==> src/tcc_pkg.sv <==
package tcc_pkg;

   localparam int CoordW    = 24;
   localparam int DiffW     = CoordW + 1;
   localparam int SqW       = 2 * CoordW;
   localparam int PW        = 2 * DiffW;
   localparam int SW        = 2 * CoordW + 1;
   localparam int CW        = 2 * CoordW + 4;
   localparam int NW        = 3 * CoordW + 2;
   localparam int EW        = NW + 2;
   localparam int DigitW    = 16;
   localparam int MulDigits = 5;
   localparam int MulW      = DigitW * MulDigits;
   localparam int ProdW     = 2 * MulW;
   localparam int MulLat    = MulDigits + 1;
   localparam int QW        = CoordW;
   localparam int DivW      = CW;
   localparam int RootW     = 2 * EW;
   localparam int PipeLat   = 2 * MulLat + 4 + QW;

   localparam logic [1:0] StatusOk         = 2'd0;
   localparam logic [1:0] StatusDegenerate = 2'd1;
   localparam logic [1:0] StatusSaturated  = 2'd2;

   typedef struct packed {
      logic signed [CoordW-1:0] vertex0_x;
      logic signed [CoordW-1:0] vertex0_y;
      logic signed [CoordW-1:0] vertex1_x;
      logic signed [CoordW-1:0] vertex1_y;
      logic signed [CoordW-1:0] vertex2_x;
      logic signed [CoordW-1:0] vertex2_y;
   } req_type;

   typedef struct packed {
      logic signed [CoordW-1:0] center_x;
      logic signed [CoordW-1:0] center_y;
      logic        [CoordW-1:0] radius;
      logic        [1:0]        status;
   } rsp_type;

   typedef struct packed {
      logic signed [MulW-1:0] a;
      logic        [MulW-1:0] b;
      logic signed [MulW+1:0] hi;
      logic        [MulW-1:0] lo;
      logic                   neg;
   } mul_cell_type;

   typedef struct packed {
      logic [DivW-1:0] dvs;
      logic [DivW-1:0] rem;
      logic [QW-1:0]   num;
      logic [QW-1:0]   quo;
   } div_cell_type;

   typedef struct packed {
      logic [RootW-1:0] rest;
      logic [RootW-1:0] acc;
      logic [RootW-1:0] step;
      logic [QW-1:0]    root;
   } root_cell_type;

   typedef struct packed {
      logic zero;
      logic sat_r;
      logic ovf_x;
      logic ovf_y;
      logic neg_x;
      logic neg_y;
   } side_type;

endpackage

==> src/tcc_div_cell.sv <==
module tcc_div_cell (
   input  logic                  clock,
   input  logic                  en,
   input  tcc_pkg::div_cell_type cell_in,
   output tcc_pkg::div_cell_type cell_out
);
   import tcc_pkg::*;

   logic [DivW:0] cand;
   logic [DivW:0] diff;
   logic          take;
   div_cell_type  cell_ff;

   assign cand = {cell_in.rem, cell_in.num[QW-1]};
   assign diff = cand - {1'b0, cell_in.dvs};
   assign take = cand >= {1'b0, cell_in.dvs};

   always_ff @(posedge clock) begin
      if (en) begin
         cell_ff.dvs <= cell_in.dvs;
         cell_ff.rem <= take ? diff[DivW-1:0] : cand[DivW-1:0];
         cell_ff.num <= {cell_in.num[QW-2:0], 1'b0};
         cell_ff.quo <= {cell_in.quo[QW-2:0], take};
      end
   end

   assign cell_out = cell_ff;

endmodule

==> config.mk <==
export PLATFORM = sky130hd
export DESIGN_NAME = tcc_div_cell
export DESIGN_NICKNAME = d
export VERILOG_FILES = /design/src/tcc_pkg.sv /design/src/tcc_div_cell.sv
export SDC_FILE = /design/constraint.sdc
export NUM_CORES = 1
export LEC_CHECK = 0
export ABC_CLOCK_PERIOD_IN_PS = 3330
export BUFFER_PORTS_ARGS = -buffer_cell sky130_fd_sc_hd__buf_2
export CORE_AREA = 2 2 186 151
export CTS_CLUSTER_SIZE = 8
export DETAILED_ROUTE_END_ITERATION = 8
export DIE_AREA = 0 0 188 153
export PLACE_DENSITY_LB_ADDON = 0.12
export SLEW_MARGIN = 30
export SYNTH_ARGS = -nofsm -noshare
export SYNTH_HDL_FRONTEND = slang
export SYNTH_SLANG_ARGS = --single-unit
==> constraint.sdc <==
create_clock -name clock -period 3.33 [get_ports clock]
set_input_delay 0.999 -clock clock [delete_from_list [all_inputs] [get_ports clock]]
set_output_delay 0.999 -clock clock [all_outputs]
set_load 0.01 [all_outputs]
==> qor.yml <==
clocking:
  cts_htree_levels: 4
  clk_pin_slew_ns: 0.07
  cts-root-buf: "clkbuf_16"
  numClockSinks: 151
  cts_tree: "built"
  numCtsBuffers: 17
  cts_buffer_depth: 2
  postCtsHoldBufs: 0
flow_run:
  cap_violations: 0
worst_setup_path:
  worstPathRequired_ns: 3.51
  startpoint_type: "input port"
  cp-end-kind: "flip-flop"
  crit_path_max_fanout: 10
  cp.arrival_ns: 3.45
  path_class: "in -> reg"
  setup.worst_path.start: "cell_in[117]"
min_path:
  hp-start: "cell_in[13]"
  min_path_type: "in -> reg"
  min_path_cells: 1
route:
  wl_per_cell_um: 15.6
  ant_nets: 0
  via_count: 7744
  drt_wl_total_um: 26000
  dr.pass1.iters: 5
  met1Wirelength_um: 12300
  viasPerCell: 4.64
  topRoutingLayerUsed: "met5"
  route.detailed.drc: 0
  met3_wirelength_um: 1700
  met2WireLength_um: 11700
  drt-initial-drc-count: 391
sta:
  finalSetupViolCount: 0
  period_minus_slack_ns: 3.27
  timing.slew.headroom_pct: 63.4
  hold_ws_ns: 0.734
  slew_violations: 0
  hold_viol_final: 0
  fmax_mhz: 306
  rsz0062_at_grt: "yes"
  finalCritPeriodShare_pct: 98.1
  worst_pin_slew_ns: 0.550
place:
  portBuffers: 303
  gp_congestion: 0.854
  hpwl_um: 20000
  place_inst: 1612
global_routing:
  grt_first_pass_wirelength_um: 41000
  grt_max_degree: 55
  grt_pass1_vias: 7784
  grt_usage_pct: 18.1
  grt-ovfl-total: 0
  antenna_found_initial: 1
power:
  powerDensity_nw_per_um2: 470
  peakVddDrop_mv: 0.357
  leakage_nw: 6.12
synthesis:
  ys_ff_latch: 151
  synth_warnings: 0
  netlist_area_um2: 8520
  synthArstFlopShare_pct: 0
  synth-main-ff-cell: "edfxtp_1"
  syn_avg_cell_area_um2: 10.9
  yosysSeqAreaShare_pct: 53.2
  yosysUniqueCellTypes: 63
  syn_inst: 781
  syn_nets: 988
  synth_edf_count: 151
floorplanning:
  dieArea_um2: 28800
  core_um2: 27000
  row_count: 54
  ios: 306
  die-height_um: 153
  die_x_um: 188
  start_util_pct: 31.6
finish:
  final.fill_count: 2547
  syn_to_final_growth_pct: 59.7
  final_layout_size_suffix_gt1_share_pct: 53.1
  utilization_pct: 50.5
  finalNetCount: 1499
  instances_no_fill: 1670
  largest_reg_flops: 151
run_status:
  status: "completed"
==> final cells by class <==
cell class                      count  area, µm²  share of cell area [%]
Antenna cell                        1       2.50                  0.0184
Clock buffer                       17        425                    3.13
Clock inverter                     15        203                    1.49
Inverter                           78        310                    2.28
Multi-Input combinational cell    517       4280                    31.5
Sequential cell                   151       4530                    33.3
Tap cell                          364        455                    3.35
Timing Repair Buffer              527       3400                    25.0
==> cells in the final DEF (no fill, tap or decap), types with 20 or more instances in the layout <==
cell type,synthesis,routed
a21o_1,20,20
a21oi_1,96,77
buf_2,16,296
buf_4,6,211
edfxtp_1,151,151
ha_1,52,21
ha_4,0,27
inv_1,78,60
nand2_1,40,36
nand4_1,20,20
nor2_1,69,62
o21ai_0,32,23
xnor2_1,32,32
==> cells in the mapped netlist, drive strengths merged, types with 4 or more instances <==
| library cell | n | area, µm² |
|---|---|---|
| xor2 | 13 | 114 |
| clkbuf | 13 | 50.0 |
| o21a | 6 | 45.0 |
| edfxtp | 151 | 4530 |
| nand4 | 20 | 125 |
| xnor2 | 32 | 280 |
| a211oi | 6 | 45.0 |
| ha | 52 | 651 |
| nor2 | 69 | 259 |
| mux2 | 13 | 146 |
| buf | 22 | 125 |
| and3 | 7 | 43.8 |
| o21ai | 34 | 174 |
| inv | 78 | 293 |
| a21oi | 96 | 480 |
| a21o | 20 | 150 |
| nor4 | 4 | 31.3 |
| nor3 | 11 | 60.1 |
| o221ai | 4 | 35.0 |
| nand3 | 8 | 40.0 |
| o31ai | 6 | 45.0 |
| o311ai | 4 | 35.0 |
| o21bai | 16 | 120 |
| nand2 | 40 | 150 |
| a31oi | 8 | 71.3 |
==> stage by stage <==
| stage | TNS (ns) | area (µm²) | setup WS, ns | total power, W |
|---|---|---|---|---|
| after detailed placement | -25.49 | 12200 | -0.564 | 0.00415 |
| final | 0 | 13600 | 0.0620 | 0.00640 |
| after CTS | 0 | 13100 | 0.00420 | 0.00637 |
| after floorplan | -0.813 | 8920 | -0.0813 | 0.00334 |
| after global routing | -0.106 | 13600 | -0.0523 | 0.00672 |
| after global placement | -26.99 | 12200 | -0.570 | 0.00415 |
==> worst paths after layout <==
kind / to
worst max-delay path: cell_out[93]$_DFFE_PP_
worst min-delay path: cell_out[14]$_DFFE_PP_
==> critical path, stage by stage <==
cell,delay (ns)
buf_2,0.09
inv_1,0.06
ha_4,0.30
nand4_1,0.15
buf_4,0.18
nand4b_1,0.16
buf_4,0.17
nor4_4,0.29
a2111oi_4,0.06
o21a_1,0.15
a31oi_4,0.18
buf_6,0.18
buf_12,0.16
mux2_4,0.31
==> cell families (layout without fill, tap and decap cells) <==
family,Yosys count,in the layout,synth area share (%)
adders and majority gates,53,53,7.87
xor gates and xnor gates,45,45,4.62
other,1,2,0.0440
and+or+nand+nor,181,181,10.2
DFF,151,151,53.2
buffers and inverters,113,637,5.49
muxes,14,14,1.83
AOI/OAI and AO/OA,223,223,16.7
==> what timing repair did <==
action	in CTS	in global routing
resized for setup	36	85
pin swaps	15	29
setup buffers	10	13
endpoints found under the setup margin	41	51
cloned	2	0
==> report_power, final <==
part	total [W]	leakage [nW]	switching [W]	internal (W)
registers	0.00239	1.48	0.0000440	0.00235
logic	0.00192	4.33	0.000945	0.000974
clock network	0.00209	0.306	0.000930	0.00116
total	0.00640	6.12	0.00192	0.00448
==> layer usage <==
layer	GRT usage, %	vias up
met5	0	-
met3	5.07	26
met4	4.24	2
li1	-	3894
met1	24.6	3575
met2	28.6	247
Note: power is estimated with default switching activity, not from simulation.
