File: config.mk
export PLATFORM = sky130hd
export DESIGN_NAME = tcc_root_cell
export DESIGN_NICKNAME = d
export VERILOG_FILES = /design/src/tcc_pkg.sv /design/src/tcc_root_cell.sv
export SDC_FILE = /design/constraint.sdc
export NUM_CORES = 2
export LEC_CHECK = 0
export BUFFER_PORTS_ARGS = -buffer_cell sky130_fd_sc_hd__buf_2
export CELL_PAD_IN_SITES_DETAIL_PLACEMENT = 0
export CELL_PAD_IN_SITES_GLOBAL_PLACEMENT = 1
export CORE_MARGIN = 4
export CORE_UTILIZATION = 34
export DETAILED_ROUTE_END_ITERATION = 8
export GPL_TIMING_DRIVEN = 0
export PLACE_DENSITY = 0.79
export SYNTH_ARGS = -nofsm -noshare
export SYNTH_HDL_FRONTEND = slang
export SYNTH_SLANG_ARGS = --single-unit
File: constraint.sdc
create_clock -name clock -period 19.7 [get_ports clock]
set_input_delay 3.94 -clock clock [delete_from_list [all_inputs] [get_ports clock]]
set_output_delay 3.94 -clock clock [all_outputs]
set_load 0.05 [all_outputs]
File: src/tcc_pkg.sv
package tcc_pkg;

   localparam int CoordW    = 24;
   localparam int DiffW     = CoordW + 1;
   localparam int SqW       = 2 * CoordW;
   localparam int PW        = 2 * DiffW;
   localparam int SW        = 2 * CoordW + 1;
   localparam int CW        = 2 * CoordW + 4;
   localparam int NW        = 3 * CoordW + 2;
   localparam int EW        = NW + 2;
   localparam int DigitW    = 16;
   localparam int MulDigits = 5;
   localparam int MulW      = DigitW * MulDigits;
   localparam int ProdW     = 2 * MulW;
   localparam int MulLat    = MulDigits + 1;
   localparam int QW        = CoordW;
   localparam int DivW      = CW;
   localparam int RootW     = 2 * EW;
   localparam int PipeLat   = 2 * MulLat + 4 + QW;

   localparam logic [1:0] StatusOk         = 2'd0;
   localparam logic [1:0] StatusDegenerate = 2'd1;
   localparam logic [1:0] StatusSaturated  = 2'd2;

   typedef struct packed {
      logic signed [CoordW-1:0] vertex0_x;
      logic signed [CoordW-1:0] vertex0_y;
      logic signed [CoordW-1:0] vertex1_x;
      logic signed [CoordW-1:0] vertex1_y;
      logic signed [CoordW-1:0] vertex2_x;
      logic signed [CoordW-1:0] vertex2_y;
   } req_type;

   typedef struct packed {
      logic signed [CoordW-1:0] center_x;
      logic signed [CoordW-1:0] center_y;
      logic        [CoordW-1:0] radius;
      logic        [1:0]        status;
   } rsp_type;

   typedef struct packed {
      logic signed [MulW-1:0] a;
      logic        [MulW-1:0] b;
      logic signed [MulW+1:0] hi;
      logic        [MulW-1:0] lo;
      logic                   neg;
   } mul_cell_type;

   typedef struct packed {
      logic [DivW-1:0] dvs;
      logic [DivW-1:0] rem;
      logic [QW-1:0]   num;
      logic [QW-1:0]   quo;
   } div_cell_type;

   typedef struct packed {
      logic [RootW-1:0] rest;
      logic [RootW-1:0] acc;
      logic [RootW-1:0] step;
      logic [QW-1:0]    root;
   } root_cell_type;

   typedef struct packed {
      logic zero;
      logic sat_r;
      logic ovf_x;
      logic ovf_y;
      logic neg_x;
      logic neg_y;
   } side_type;

endpackage

File: src/tcc_root_cell.sv
module tcc_root_cell (
   input  logic                   clock,
   input  logic                   en,
   input  tcc_pkg::root_cell_type cell_in,
   output tcc_pkg::root_cell_type cell_out
);
   import tcc_pkg::*;

   logic [RootW:0]   trial;
   logic [RootW-1:0] acc_next;
   logic             take;
   root_cell_type    cell_ff;

   // The trial is the growth of root squared times the divisor when this bit is set.
   assign trial    = {1'b0, cell_in.acc} + {1'b0, cell_in.step};
   assign take     = trial <= {1'b0, cell_in.rest};
   assign acc_next = take ? cell_in.acc + {cell_in.step[RootW-2:0], 1'b0} : cell_in.acc;

   always_ff @(posedge clock) begin
      if (en) begin
         cell_ff.rest <= take ? cell_in.rest - trial[RootW-1:0] : cell_in.rest;
         cell_ff.acc  <= {1'b0, acc_next[RootW-1:1]};
         cell_ff.step <= {2'b00, cell_in.step[RootW-1:2]};
         cell_ff.root <= {cell_in.root[QW-2:0], take};
      end
   end

   assign cell_out = cell_ff;

endmodule

==> results.sh <==
export IMPL_status="finished with violations"
export IMPL_violations="max-capacitance violations, max-slew violations"
export IMPL_gp_congestion=0.9514
export IMPL_endpoint="cell_out[413]"
export IMPL_cts_buffer_depth=3
export IMPL_routed_wl_microns=229200
export IMPL_cp_slowest_cell="o21ai_0"
export IMPL_synthArstFlopShare_pct=0
export IMPL_placed_cell_area_sq_mm=0.05760
export IMPL_timing_critical_path_mode_cell="nor2_1"
export IMPL_clock_sinks=477
export IMPL_drt_pass1_iterations=5
export IMPL_startpoint="cell_in[24]"
export IMPL_crit_family="compound AO/OA/AOI/OAI gates"
export IMPL_cts_resized_gates=0
export IMPL_path_buf_inv=6
export IMPL_seq_area_frac_synth_pct=28.51
export IMPL_fin_crit_sh_pct=77.59
export IMPL_track_usage_pct=28.16
export IMPL_cts_root_buffer_cell="clkbuf_16"
export IMPL_grt_max_degree=122
export IMPL_core_sq_mm=0.1463
export IMPL_synth_top_area_share_pct=28.51
export IMPL_final_max_slew_viol_count=2
export IMPL_antenna_found_initial=101
export IMPL_routed_via_density=5.559
export IMPL_synth_top_area_cell="edfxtp_1"
export IMPL_start_util_pct=34.35
export IMPL_ant_nets=0
export IMPL_netSwitchingPower_mw=2.929
export IMPL_postCtsSetupBuffers=0
export IMPL_worst_setup_path_end_kind="register"
export IMPL_cp_arrival_ns=15.70
export IMPL_wl_per_cell_microns=24.70
export IMPL_synth_most_common_cell="nand2_1"
export IMPL_ctsHoldBuffers=0
export IMPL_first_global_vias=49080
export IMPL_p_seq_share_pct=24.3
export IMPL_critPathKind="in -> reg"
export IMPL_powerDensity_mw_per_mm2=99.00
export IMPL_syn_area_sq_mm=0.05024
export IMPL_dieHeight_microns=392.4
export IMPL_path_depth=38
export IMPL_hold_depth=1
export IMPL_drc=0
export IMPL_slew_headroom_pct=-2.462
export IMPL_row_count=140
export IMPL_largest_reg_flops=477
export IMPL_p_clk_share_pct=20.2
export IMPL_maxCapViolations=1
export IMPL_ys_types=92
export IMPL_ys_warn_count=0
export IMPL_tns_ns=0
export IMPL_io_buffers=957
export IMPL_cp_data_required_time_ns=20.11
export IMPL_hold_viol=0
export IMPL_syn2layout_area_growth_pct=19.01
export IMPL_hold_path_class="in -> reg"
export IMPL_clk_pin_slew_ns=0.06
export IMPL_netSwitchingFraction_pct=49.49
export IMPL_avgSynthCellArea_sq_um=8.057
export IMPL_synthTopCellsByArea="edfxtp_1, ha_1, a21oi_1"
export IMPL_setup_viol=0
export IMPL_worstMarginPinSlew_ns=1.517
export IMPL_die_w_microns=392.4
export IMPL_fill_cells=15200
export IMPL_synth_seq_cells=477
export IMPL_grt_ovfl_total=0
export IMPL_cts_tree="yes"
export IMPL_synth_edff_count=477
export IMPL_slowest_delay_ns=0.97
export IMPL_start_kind="primary input"
export IMPL_netlist_instances=6236
export IMPL_p_int_mw=2.990
export IMPL_min_period_ns=15.29
export IMPL_h_tree_depth=2
export IMPL_stdcell_area_sq_mm=0.05979
export IMPL_synth_main_ff_cell="edfxtp_1"
export IMPL_num_vias=51590
export IMPL_fmax_mhz=65.42
export IMPL_die_area_sq_mm=0.1540
export IMPL_p_leak_nw=26.96
export IMPL_num_io_pins=962
export IMPL_drive_gt1_share_pct=15.82
export IMPL_dp_hpwl_microns=194600
export IMPL_rsz0062_at_grt="no"
export IMPL_p_comb_share_pct=55.5
export IMPL_vdd_drop_max_mv=0.07530
export IMPL_grt_pass1_wl_microns=325100
export IMPL_ys_top_cells_by_count="nand2_1, a21oi_1, o21ai_0"
export IMPL_hold_path_startpoint="cell_in[20]"
export IMPL_layout_nets=8352
export IMPL_final_util_pct=40.88
export IMPL_drt_first_iter_violations=4340
export IMPL_cp_max_fo=10
export IMPL_cts_buffers=60
-- cell families (layout without fill, tap and decap cells) --
family	count (synthesis)	after routing	synth area share (%)
other	1	53	0.007464
buffers and inverters	771	1847	5.887
xor gates and xnor gates	445	445	7.758
adders and majority gates	608	608	15.19
DFF	477	477	28.51
and+or+nand+nor	1694	1694	15.56
AOI/OAI and AO/OA	2222	2222	26.71
muxes	18	18	0.3885
-- placed cells by master, fill, tap and decap left out, drive strengths merged, types with 27 or more instances in the layout --
master and n:
xor2 183, nor2 345, diode 50, a21o 312, edfxtp 477, o21a 58
clkbuf 355, a21boi 30, o21bai 143, nor4 29, a31oi 57, nand2 733
a211oi 30, ha 605, nand2b 50, o21ai 680, nand4 205, o31ai 33
nor3 87, nor2b 36, inv 454, a21oi 717, xnor2 262, and3 27
buf 1004, nand3 68
-- stage by stage --
step	power (mW)	setup WS [ns]	hold slack [ns]	instances
after floorplan	3.650	8.675	4.039	6238
after global routing	6.253	3.790	3.388	9255
final	5.920	4.415	3.433	9281
after global placement	4.705	3.275	4.116	9112
after detailed placement	4.702	4.006	4.118	9117
after CTS	5.922	4.690	3.384	9231
-- power by group through the flow --
stage	Clock [mW]	Sequential, mW	Combinational [mW]
2_1_floorplan	0	2.07	1.58
3_3_place_gp	0	1.47	3.23
3_5_place_dp	0	1.46	3.24
4_1_cts	1.22	1.44	3.26
5_1_grt	1.26	1.45	3.54
6_report	1.19	1.44	3.28
-- routing by layer --
layer	global-route usage, %	up-vias	wire length [microns]
met3	5.880	361	17850
met2	45.43	1985	103900
li1	-	24660	-
met1	37.17	24560	98510
met5	0	-	167
met4	10.15	24	8819
-- cell type report --
type	count	area [sq um]	area share (%)
multi-input cells	4990	32980	55.16
flip-flops and latches	477	14320	23.96
repair buffers	962	4937	8.257
well taps	1917	2399	4.012
inverters	446	1674	2.800
clock buffers	72	1568	2.622
plain buffers	325	1286	2.151
clock inverters	42	495.5	0.8287
diodes	50	125.1	0.2093
-- how the worst min path moves through the flow --
stage                          endpoint  slack (ns)
after floorplan           cell_out[100]        4.04
after global placement     cell_out[11]        4.12
after detailed placement    cell_out[5]        4.12
after CTS                  cell_out[21]        3.38
after global routing       cell_out[21]        3.39
final                      cell_out[21]        3.43
No activity file was read; power rests on OpenSTA's default activity.
